<file path="config.mk">
export PLATFORM = sky130hd
export DESIGN_NAME = idfl_ctrl
export DESIGN_NICKNAME = d
export VERILOG_FILES = /design/src/rtl/idfl_pkg.sv /design/src/rtl/idfl_ctrl.sv
export SDC_FILE = /design/constraint.sdc
export NUM_CORES = 1
export LEC_CHECK = 0
export ABC_AREA = 0
export BUFFER_PORTS_ARGS = -buffer_cell sky130_fd_sc_hd__buf_4
export CORE_ASPECT_RATIO = 0.5
export CORE_MARGIN = 1.5
export CORE_UTILIZATION = 47
export DETAILED_ROUTE_END_ITERATION = 6
export GPL_TIMING_DRIVEN = 0
export PLACE_DENSITY = 0.82
export SYNTH_ARGS = -nofsm -noshare
export SYNTH_HDL_FRONTEND = slang
export SYNTH_SLANG_ARGS = --single-unit
</file>
<file path="constraint.sdc">
create_clock -name clock -period 7 [get_ports clock]
set_clock_uncertainty 0.1 [all_clocks]
set_input_delay 1.05 -clock clock [delete_from_list [all_inputs] [get_ports clock]]
set_output_delay 1.05 -clock clock [all_outputs]
set_load 0.02 [all_outputs]
</file>
<file path="src/rtl/idfl_pkg.sv">
`timescale 1ns / 1ps

package idfl_pkg;

   // pool storage
   localparam int POOL_DEPTH = 1024;
   localparam int ADDR_W     = $clog2(POOL_DEPTH);
   localparam int CNT_W      = $clog2(POOL_DEPTH + 1);

   // field widths
   localparam int ID_W       = 32;
   localparam int IDCOUNT_W  = 11;
   localparam int STATUS_W   = 2;
   localparam int CSR_IDX_W  = 1;
   localparam int CSR_DATA_W = 32;

   // register reset values
   localparam logic [ID_W-1:0]      BASE_ID_RST  = '0;
   localparam logic [IDCOUNT_W-1:0] ID_COUNT_RST = 11'd1024;

   typedef enum logic [STATUS_W-1:0] {
      ST_OK        = 2'd0,
      ST_EXHAUSTED = 2'd1,
      ST_REJECTED  = 2'd2
   } status_type;

   typedef enum logic {
      CMD_GET     = 1'b0,
      CMD_RELEASE = 1'b1
   } command_type;

   typedef enum logic [CSR_IDX_W-1:0] {
      CSR_BASE_ID  = 1'b0,
      CSR_ID_COUNT = 1'b1
   } csr_index_type;

   // decision for one item, carried to the result stage
   typedef struct packed {
      logic              get_ok;
      status_type        status;
      logic              from_table;
      logic [ADDR_W-1:0] fallback;
   } dec_type;

   // table access for one item
   typedef struct packed {
      logic              wr_en;
      logic [ADDR_W-1:0] wr_addr;
      logic [ADDR_W-1:0] wr_data;
      logic              rd_en;
      logic [ADDR_W-1:0] rd_addr;
   } ram_req_type;

endpackage

</file>
<file path="src/rtl/idfl_ctrl.sv">
`timescale 1ns / 1ps

module idfl_ctrl
   import idfl_pkg::*;
(
   input  logic                  clock,
   input  logic                  reset,
   input  logic                  accept,
   input  logic                  command,
   input  logic [ID_W-1:0]       release_id,
   input  logic                  csr_write,
   input  logic [CSR_IDX_W-1:0]  csr_index,
   input  logic [CSR_DATA_W-1:0] csr_wdata,
   output dec_type               dec,
   output ram_req_type           ram_req,
   output logic [ID_W-1:0]       base_id
);

   logic [ID_W-1:0]      base_id_ff;
   logic [IDCOUNT_W-1:0] id_count_ff;
   logic [CNT_W-1:0]     taken_ff, taken_in;
   // high-water mark: entries at or above it were never written
   logic [CNT_W-1:0]     high_ff, high_in;
   logic [CNT_W-1:0]     pool_size;
   logic [ID_W-1:0]      offset;
   logic                 exhausted;
   logic                 rejected;

   // configuration registers
   always_ff @(posedge clock) begin
      if (reset) begin
         base_id_ff  <= BASE_ID_RST;
         id_count_ff <= ID_COUNT_RST;
      end else if (csr_write) begin
         case (csr_index_type'(csr_index))
            CSR_BASE_ID:  base_id_ff  <= csr_wdata[ID_W-1:0];
            CSR_ID_COUNT: id_count_ff <= csr_wdata[IDCOUNT_W-1:0];
            default:      ;
         endcase
      end
   end

   // clamp the pool to the table depth
   assign pool_size = (32'(id_count_ff) > 32'(POOL_DEPTH)) ? CNT_W'(POOL_DEPTH)
                                                           : CNT_W'(id_count_ff);

   assign offset    = release_id - base_id_ff;
   assign exhausted = (taken_ff >= pool_size) || (32'(taken_ff) >= 32'(POOL_DEPTH));
   assign rejected  = (offset >= 32'(pool_size)) || (taken_ff == '0);

   // decide the item and the table access
   always_comb begin
      dec      = '0;
      ram_req  = '0;
      taken_in = taken_ff;
      high_in  = high_ff;

      dec.fallback    = taken_ff[ADDR_W-1:0];
      dec.from_table  = (taken_ff < high_ff);
      ram_req.rd_en   = accept;
      ram_req.rd_addr = taken_ff[ADDR_W-1:0];

      if (command_type'(command) == CMD_GET) begin
         if (exhausted) begin
            dec.status = ST_EXHAUSTED;
         end else begin
            dec.status = ST_OK;
            dec.get_ok = 1'b1;
            taken_in   = taken_ff + CNT_W'(1);
         end
      end else begin
         if (rejected) begin
            dec.status = ST_REJECTED;
         end else begin
            dec.status      = ST_OK;
            taken_in        = taken_ff - CNT_W'(1);
            ram_req.wr_en   = accept;
            ram_req.wr_addr = taken_in[ADDR_W-1:0];
            ram_req.wr_data = offset[ADDR_W-1:0];
         end
      end

      if (taken_in > high_ff) begin
         high_in = taken_in;
      end
   end

   // update the stack pointer and high-water mark on each accepted item
   always_ff @(posedge clock) begin
      if (reset) begin
         taken_ff <= '0;
         high_ff  <= '0;
      end else if (accept) begin
         taken_ff <= taken_in;
         high_ff  <= high_in;
      end
   end

   assign base_id = base_id_ff;

endmodule

</file>
=== Word level (Yosys, flattened, before mapping) ===
Cells that the tools add are included.

* Flip-flop bits (word level): 65
* Bits in latches: 0
* Memory bits (writable): 0
* ROM bits: 0
* Input bits: 70
* Output and inout port bits: 78
* Logic and storage cells: 31
* Memories kept: 0

* Add/subtract/negate cells: 3
* Multipliers: 0
* Div/mod/pow operators: 0
* Magnitude comparators: 6
* Equal/unequal tests: 0
* Shifts and indexed selects: 0
* Mux-type cells: 11
* Bitwise gates (word level): 1
* Reductions and logical operators: 6

{| class="wikitable"
|+ Operators by type and width
! kind !! count
|-
| two-way mux 11 bit || 4
|-
| two-way mux 21 bit || 2
|-
| greater-or-equal comparator 32 x 11 -> 1 bit || 1
|-
| subtractor 32 bit || 1
|-
| adder 11 x 1 -> 11 bit (second input constant) || 1
|-
| greater-or-equal comparator 11 bit || 1
|-
| greater-or-equal comparator 11 bit (second input constant) || 1
|-
| greater-than comparator 11 bit || 1
|-
| greater-than comparator 11 bit (second input constant) || 1
|-
| logical NOT 11 bit || 1
|-
| < comparator 11 bit || 1
|-
| subtractor 11 x 1 -> 11 bit (second input constant) || 1
|-
| AND reduction 2 bit || 3
|-
| two-way mux 2 bit || 2
|-
| two-way mux 1 bit || 3
|-
| logical OR 1 bit || 2
|-
| inverter 1 bit || 1
|}

=== Longest topological paths before layout ===
Gate-level depths: netlist of the first run.

* Depth after elaboration: 8
* Depth in mapped cells: 34
* Mapped depth without buffers: 32

=== Least setup slack after synthesis of the first run ===
OpenSTA, ideal clock, no wires.

* Path kind: input -> register
* Start point: input release_id[2]
* End point: register high_ff[8]
* Library setup time: 0.134 ns
* Data arrival time: 6.532 ns
* Data required time: 6.766 ns
* Setup slack: 0.234 ns
* Stages on the path: 30
* Buffers on the path: 2
* Cell sequence: ha_1 > o211ai_1 > a21oi_1 > o2111a_1 > or2_2 > xor2_1 > ha_1 > a21o_1 > a21oi_1 > o21ai_0 > a2111oi_0 > and4_1 > o2111a_1 > nand4b_2 > nor2_2 > buf_4 > a31oi_1 > xnor2_1 > ha_1 > a21o_1 > a21oi_1 > nor2b_1 > o31a_1 > o21bai_1 > a21oi_1 > and2_1 > clkbuf_1 > inv_1 > a2111oi_0 > or4_1

* Longest elaborated chain between the ends: 7

{| class="wikitable"
|+ Ends and longest elaborated chain
! element !! RTL line !! RTL
|-
| from (decl) || idfl_ctrl.sv:10 || <nowiki>input logic [ID_W-1:0] release_id,</nowiki>
|-
| subtractor 32 bit || idfl_ctrl.sv:47 || <nowiki>assign offset = release_id - base_id_ff;</nowiki>
|-
| greater-or-equal comparator 32 x 11 -> 1 bit || idfl_ctrl.sv:49 || <nowiki>assign rejected = (offset >= 32'(pool_size)) || (taken_ff == '0);</nowiki>
|-
| logical OR 1 bit || idfl_ctrl.sv:49 ||
|-
| two-way mux 11 bit || idfl_ctrl.sv:72 || <nowiki>if (rejected) begin</nowiki>
|-
| two-way mux 11 bit || idfl_ctrl.sv:63 || <nowiki>if (command_type'(command) == CMD_GET) begin</nowiki>
|-
| named net taken_in[4] || idfl_ctrl.sv:21 || <nowiki>logic [CNT_W-1:0] taken_ff, taken_in;</nowiki>
|-
| greater-than comparator 11 bit || idfl_ctrl.sv:83 || <nowiki>if (taken_in > high_ff) begin</nowiki>
|-
| AND reduction 2 bit (no source line) || - ||
|-
| to (signal assigned) || idfl_ctrl.sv:95 || <nowiki>high_ff <= high_in;</nowiki>
|-
| to (decl) || idfl_ctrl.sv:23 || <nowiki>logic [CNT_W-1:0] high_ff, high_in;</nowiki>
|}

The timed path passes the listed nets, and every way through them passes these cells.
A chain may end at the register's enable or synchronous reset.

=== Worst setup path after layout of the first run ===
Ends and elaborated chain as after synthesis.

==> impl_results.md, run 1 <==
- Internal power: 0.000866 W
- Worst path most repeated cell: a21oi_2
- Largest cells by area after synthesis: dfxtp_1 (19%), ha_1 (14%), nand2_1 (8.0%)
- Fin Hold WS: about 0.35 ns
- Share of layout cells above drive strength 1: 0.246
- Fill cell count: 1300
- Slew Limit Headroom: 0.232
- Starting Density: 0.478
- Area occupied by registers: 1300 sq um
- IO buf count: 145
- Top-level port count: 148
- Ys flop type: dfxtp_1
- Final antenna diode count: 0
- Post-synth EDFFs: 0
- Std cell rows: 31
- Leak: 3.84 nW
- CP endpoint: high_ff[8]
- Layout area overhead: 28.5%
- Clock root cell: clkbuf_16
- Worst slew pin tran: 1.14 ns
- H-Tree Depth: 3
- Final hold vios: 0
- Drt via density: between 5 and 6
- Seq/Total Area, Yosys: 0.189
- Critical-path top delay cell: or4_1
- TritonCTS Buffers: 9
- Slowest cell delay on critical path: 0.49 ns
- Post-synth ARST share: 0
- Cell taking the most area after synthesis: dfxtp_1
- R2R depth: 29
- Number of nets in the layout: 1268
- Max-Cap Viols: 0
- Hpwl dp: 17.6 mm
- Min-delay worst type: flop to flop
- Avg Inst Size Synth: 7.25 sq um
- CP arrival: 6.97 ns
- Pre-antenna DRT Iters: 7
- Routed Antenna Nets: 0
- Via count: roughly 7700
- CP Capture Type: flop
- PD cells: around 150 nW/um^2
- Vias in the first global route: 7031
- Max Freq: between 100 and 150 MHz
- Combinational share of power: 0.368
- Synthesized net count: 1097
- Setup violators final: 0
- Status: complete, no violations
- CP Launch Point: release_id[2]
- Routed WL: 23.0 mm
- CTS tree: done
- Crit Reg-Reg Endpoint: high_ff[8]
- First-pass GRT wire length: about 35 mm
- Metal3 WL: 1.65 mm
- Synth warn: 0
- Footprint of the multi-input gates: 5150 sq um
- GPL Wtd Cong: between 0.9 and 1
- Crit path launch type: input port
- Net Sw Power: a little under 0.0005 W
- Final Cycle Share: 0.978
- Met1 Wirelength: 10.0 mm
- Reg2reg setup slack: 0.51 ns
- Synth top area share: 0.189
- Max VDD drop: between 0.09 and 0.1 mV
- Setup TNS: 0 ns
- Reg-to-Reg Start: base_id[2]
- Synthesized area: a little under 7000 sq um
- Avg WL per Cell: 17.4 microns
- GR Overflow Total: 0
- Gr usage total: 0.289
- Crit path max fanout: 6
- Final worst path period need: between 6 and 7 ns
- Switching share of power: 0.363
- Flop pwr share: 0.290
- Clock latency at the later pin of the worst-skew pair: 0.34 ns
- Cts-stage hold buffer count: 0
- Initial DRC count: 751
- Final core area utilization: 0.614
- Bufs on Longest Clock Path: 2
- Initial antenna violation count: 0
- Max-slew violations: 0
- Data required, critical path: 7.12 ns
- DRC: 0
- Clk network pwr share: 0.342
- Clock transition at the registers of the reported paths: 0.06 ns
- Die Ht: between 80 and 90 microns
- WL met2: 10.6 mm
- CORE AREA: 14400 sq um
- Critical path class: input port to flop
- Clock sinks: 65
- Synth cell types: a little under 80
- Die Wd: 174 microns
- Uppermost layer routed: met4
- Die Area: 15400 sq um
- Yosys reg bits: 65
- Post-synthesis cell count: 949
- Pin count of the biggest net entering global routing: 12
==> power groups by stage <==
stage	Combinational [W]	Clock [W]	Sequential, W
final	0.000501	0.000464	0.000394
after global routing	0.000543	0.000480	0.000396
after CTS	0.000466	0.000463	0.000394
after detailed placement	0.000449	0	0.000402
after global placement	0.000441	0	0.000402
after floorplan	0.000298	0	0.000410
==> cell usage in the layout (no fill, tap or decap), types with 17 or more instances in the layout <==
cell      synthesis  routed
ha_1             77      72
nor2_1           65      65
dfxtp_1          65      65
clkbuf_1         32      32
nand2_1         147     147
buf_4            24     183
a21o_1           20      20
xnor2_1          20      18
a21oi_1          91      87
nand4_1          17      17
o21ai_0          22      21
inv_1            58      57
nor3_1           29      27
==> sequential cells by signal, summed over array words and instances (netlist names) <==
| register | flops |
|---|---|
| base_id | 32 |
| taken_ff | 11 |
| high_ff | 11 |
| id_count_ff | 11 |
==> cells in the mapped netlist, types with 4 or more instances <==
library cell    n
or3_1          11
a21oi_1        91
nand2b_1       11
inv_1          58
o2111ai_1       7
buf_2          16
xnor2_1        20
and2_1         15
clkbuf_1       32
nand3_1        15
nor2b_1        13
xor2_1          7
a21o_1         20
nand2_1       147
nand4_1        17
a21oi_2         7
nor3b_1         5
o211a_1         5
a32o_1          6
nor3_1         29
or2_2           4
nor4_1         12
dfxtp_1        65
and4_1          4
buf_4          24
a211oi_1        6
o21a_1          8
mux2i_1         7
ha_1           77
o21ai_1         4
a32oi_1         6
nor2_1         65
o21ai_0        22
o31ai_1         5
mux2_2          8
a211o_1         5
a31oi_1        10
and3_1         16
o211ai_1       11
==> worst min path at each step <==
stage	startpoint	end	slack [ns]	cells past startpoint
2_1_floorplan	high_ff[1]	high_ff[1]	0.33	2
3_3_place_gp	id_count_ff[0]	id_count_ff[0]	0.34	2
3_5_place_dp	high_ff[1]	high_ff[1]	0.34	2
4_1_cts	id_count_ff[0]	id_count_ff[0]	0.35	2
5_1_grt	id_count_ff[0]	id_count_ff[0]	0.38	2
6_report	id_count_ff[0]	id_count_ff[0]	0.35	2
==> kinds of logic after synthesis <==
family          count (synthesis)  share of synthesized area
buf+inv                       135                     0.0899
xor+xnor                       27                     0.0344
mux                            15                     0.0233
fa+ha+maj                      78                      0.143
simple gates                  379                      0.271
flops                          65                      0.189
compound gates                250                      0.249
==> worst max-delay path, delay by kind of cell <==
family | cells | cell delay (ns)
AOI/OAI and AO/OA | 13 | 2.08
xor gates and xnor gates | 1 | 0.17
adders and majority gates | 3 | 0.85
buffers and inverters | 2 | 0.30
and+or+nand+nor | 10 | 2.48
==> per-stage QoR <==
step	total power, W	setup WS [ns]	cells	area (sq um)
finish	0.00136	0.152	1323	8840
global route	0.00142	-0.0591	1323	8840
CTS	0.00132	-0.00242	1314	8640
detailed placement	0.000851	-1.29	1292	8210
global placement	0.000843	-1.29	1292	8210
floorplan	0.000708	0.234	949	6880
==> routing by layer <==
metal  global-route usage  vias up
met5                    0        -
met4                0.109        0
met3               0.0455       58
met2                0.494      353
met1                0.375     3602
li1                     -     3734
==> what timing repair did <==
action,CTS,global route
endpoints found under the setup margin,11,11
setup buffers,7,9
resized for setup,23,23
pin swaps,8,15
==> cell type report <==
type                    count  share of cell area
plain buffers              74              0.0467
clock buffers              11              0.0263
clock inverters             5             0.00637
inverters                  60              0.0255
multi-input cells         749               0.583
flip-flops and latches     65               0.147
well taps                 198              0.0280
repair buffers            161               0.137
(Power assumes the default switching activity.)
==> inputs of run 2 (changes only) <==
--- a/config.mk
+++ b/config.mk
@@ -13,6 +13,7 @@
 export DETAILED_ROUTE_END_ITERATION = 6
 export GPL_TIMING_DRIVEN = 0
 export PLACE_DENSITY = 0.82
+export SETUP_SLACK_MARGIN = 0.3
 export SYNTH_ARGS = -nofsm -noshare
 export SYNTH_HDL_FRONTEND = slang
 export SYNTH_SLANG_ARGS = --single-unit
==> impl_results.md, run 2 (same netlist as run 1, synthesis figures left out) <==
- Status: complete, no violations
- Fin Hold WS: 0.358 ns
- Clock latency at the later pin of the worst-skew pair: roughly 0.35 ns
- Max VDD drop: ~0.11 mV
- Finished Layout Cells: 1336
- Final hold vios: 0
- Initial antenna violation count: 0
- Top-level port count: 148
- Worst Hold End: id_count_ff[1]
- Crit path launch type: input port
- Setup violators final: 0
- CP Capture Type: flop
- Bufs on Longest Clock Path: 2
- Vias in the first global route: around 7300
- Commonest non-fill, non-tap cell in the layout: buf_4
- Layout area overhead: 32.3%
- Initial DRC count: 717
- Reg2reg setup slack: 0.47 ns
- Slowest cell delay on critical path: 0.51 ns
- Routed Antenna Nets: 0
- PD cells: approximately 150 nW/um^2
- Crit path max-delay family: simple AND/OR/NAND/NOR gates
- Max-slew violations: 0
- Share of layout cells above drive strength 1: 0.264
- Std cell rows: 31
- Pre-antenna DRT Iters: 6
- Max reg flops: 32
- Pin count of the biggest net entering global routing: 12
- Footprint of the multi-input gates: 5260 sq um
- IO buf count: 145
- Placed Instances: 1292
- Gr usage total: 0.297
- Worst slew pin tran: 1.22 ns
- Net Sw Power: ~0.00050 W
- Max-Cap Viols: 0
- Drt via density: 5.84
- Combinational share of power: 0.384
- Hold Startpoint: id_count_ff[1]
- Worst Hold Path Cells: 2
- Critical-path top delay cell: or4_1
- Die Wd: about 170 microns
- CORE AREA: 14400 sq um
- Hpwl dp: 17.8 mm
- Min-delay worst type: flop to flop
- Starting Density: 0.478
- CP arrival: 6.87 ns
- Final antenna diode count: 0
- CP Buf/Inv Count: 5
- Final worst path period need: slightly below 7 ns
- Leak: 3.93 nW
- Crit path max fanout: 4
- Clk network pwr share: 0.332
- Fill cell count: 1286
- Routed WL: 23.4 mm
- First-pass GRT wire length: 36.1 mm
- GR Overflow Total: 0
- Die Area: 15400 sq um
- RSZ-0062 raised after global routing: true
- Switching share of power: 0.363
- CTS tree: done
- Clock sinks: 65
- GPL Wtd Cong: around 0.95
- Internal power: 0.000886 W
- Clock root cell: clkbuf_16
- Cts-stage hold buffer count: 0
- H-Tree Depth: 3
- Slew Limit Headroom: 0.185
- Placed inst area: 8290 sq um
- Avg WL per Cell: about 18 microns
- Crit Reg-Reg Endpoint: high_ff[8]
- TritonCTS Buffers: 9
- Clock transition at the registers of the reported paths: 0.06 ns
- R2R depth: 27
- Number of nets in the layout: 1281
- Data required, critical path: 7.12 ns
- Flop pwr share: 0.284
- Reg-to-Reg Start: taken_ff[0]
- Via count: 7800
- Final Cycle Share: 0.964
- Fin area: 9100 sq um
- DRC: 0
- Area occupied by registers: 1300 sq um
- Die Ht: 88.5 microns
- Critical path class: input port to flop
- Commonest cells after routing, fill and taps aside: buf_4 (191), nand2_1 (145), a21oi_1 (87)
- Max Freq: 148 MHz
run 2: changes by cell type in the layout (fill, tap and decap cells not counted), moves of 2 or more:
cell,change
buf_4,+8
nand2_2,+2
nor2_1,-2
nand2_1,-2
inv_4,+2
buf_12,+2
ha_4,+3
ha_1,-3
buf_8,+2
run 2: worst max-delay path by stage:
| stage | startpoint | endpoint | slack [ns] | cells after the start |
|---|---|---|---|---|
| floorplan | release_id[0] | high_ff[8] | 0.32 | 33 |
| global placement | release_id[0] | high_ff[8] | -0.98 | 35 |
| detailed placement | release_id[0] | high_ff[8] | -1.04 | 35 |
| CTS | release_id[0] | high_ff[8] | 0.20 | 33 |
| global route | release_id[0] | high_ff[8] | -0.05 | 33 |
| finish | release_id[2] | high_ff[8] | 0.25 | 29 |
run 2: layer usage:
metal / up-vias / track usage / share of wire
met1: 3635 / 0.372 / 0.44
li1: 3758 / - / -
met4: 0 / 0.123 / 0.027
met5: - / 0 / 0
met2: 344 / 0.513 / 0.47
met3: 63 / 0.0554 / 0.067
run 2: tightest hold or removal path: cells and delay by family, from the launching register on:
kind            cells  cell delay, ns
compound gates      1            0.05
simple gates        1            0.05
flops               1            0.31
run 2: per-stage QoR:
stage	setup WS [ns]	utilization	setup TNS, ns	power (W)
2_1_floorplan	0.322	-	0	0.000714
3_3_place_gp	-0.977	0.576	-8.71	0.000851
3_5_place_dp	-1.04	0.576	-9.40	0.000860
4_1_cts	0.200	0.616	0	0.00135
5_1_grt	-0.0524	0.632	-0.0524	0.00146
6_report	0.249	0.632	0	0.00139
run 2: cell type report:
cell class / count / area share
repair buffers: 173 / 0.146
clock buffers: 11 / 0.0256
flip-flops and latches: 65 / 0.143
inverters: 60 / 0.0253
plain buffers: 75 / 0.0483
clock inverters: 5 / 0.00619
well taps: 198 / 0.0272
multi-input cells: 749 / 0.578
run 2: power by group through the flow:
stage / sequential, W / combinational (W) / clock, W
floorplan: 0.000410 / 0.000304 / 0
detailed placement: 0.000402 / 0.000458 / 0
CTS: 0.000394 / 0.000490 / 0.000464
finish: 0.000394 / 0.000534 / 0.000462
global route: 0.000396 / 0.000577 / 0.000484
global placement: 0.000401 / 0.000449 / 0
run 2: timing repair:
item | in CTS | in global routing
buffers inserted | 16 | 12
endpoints found under the setup margin | 13 | 11
pin swaps | 29 | 20
resized for setup | 36 | 26
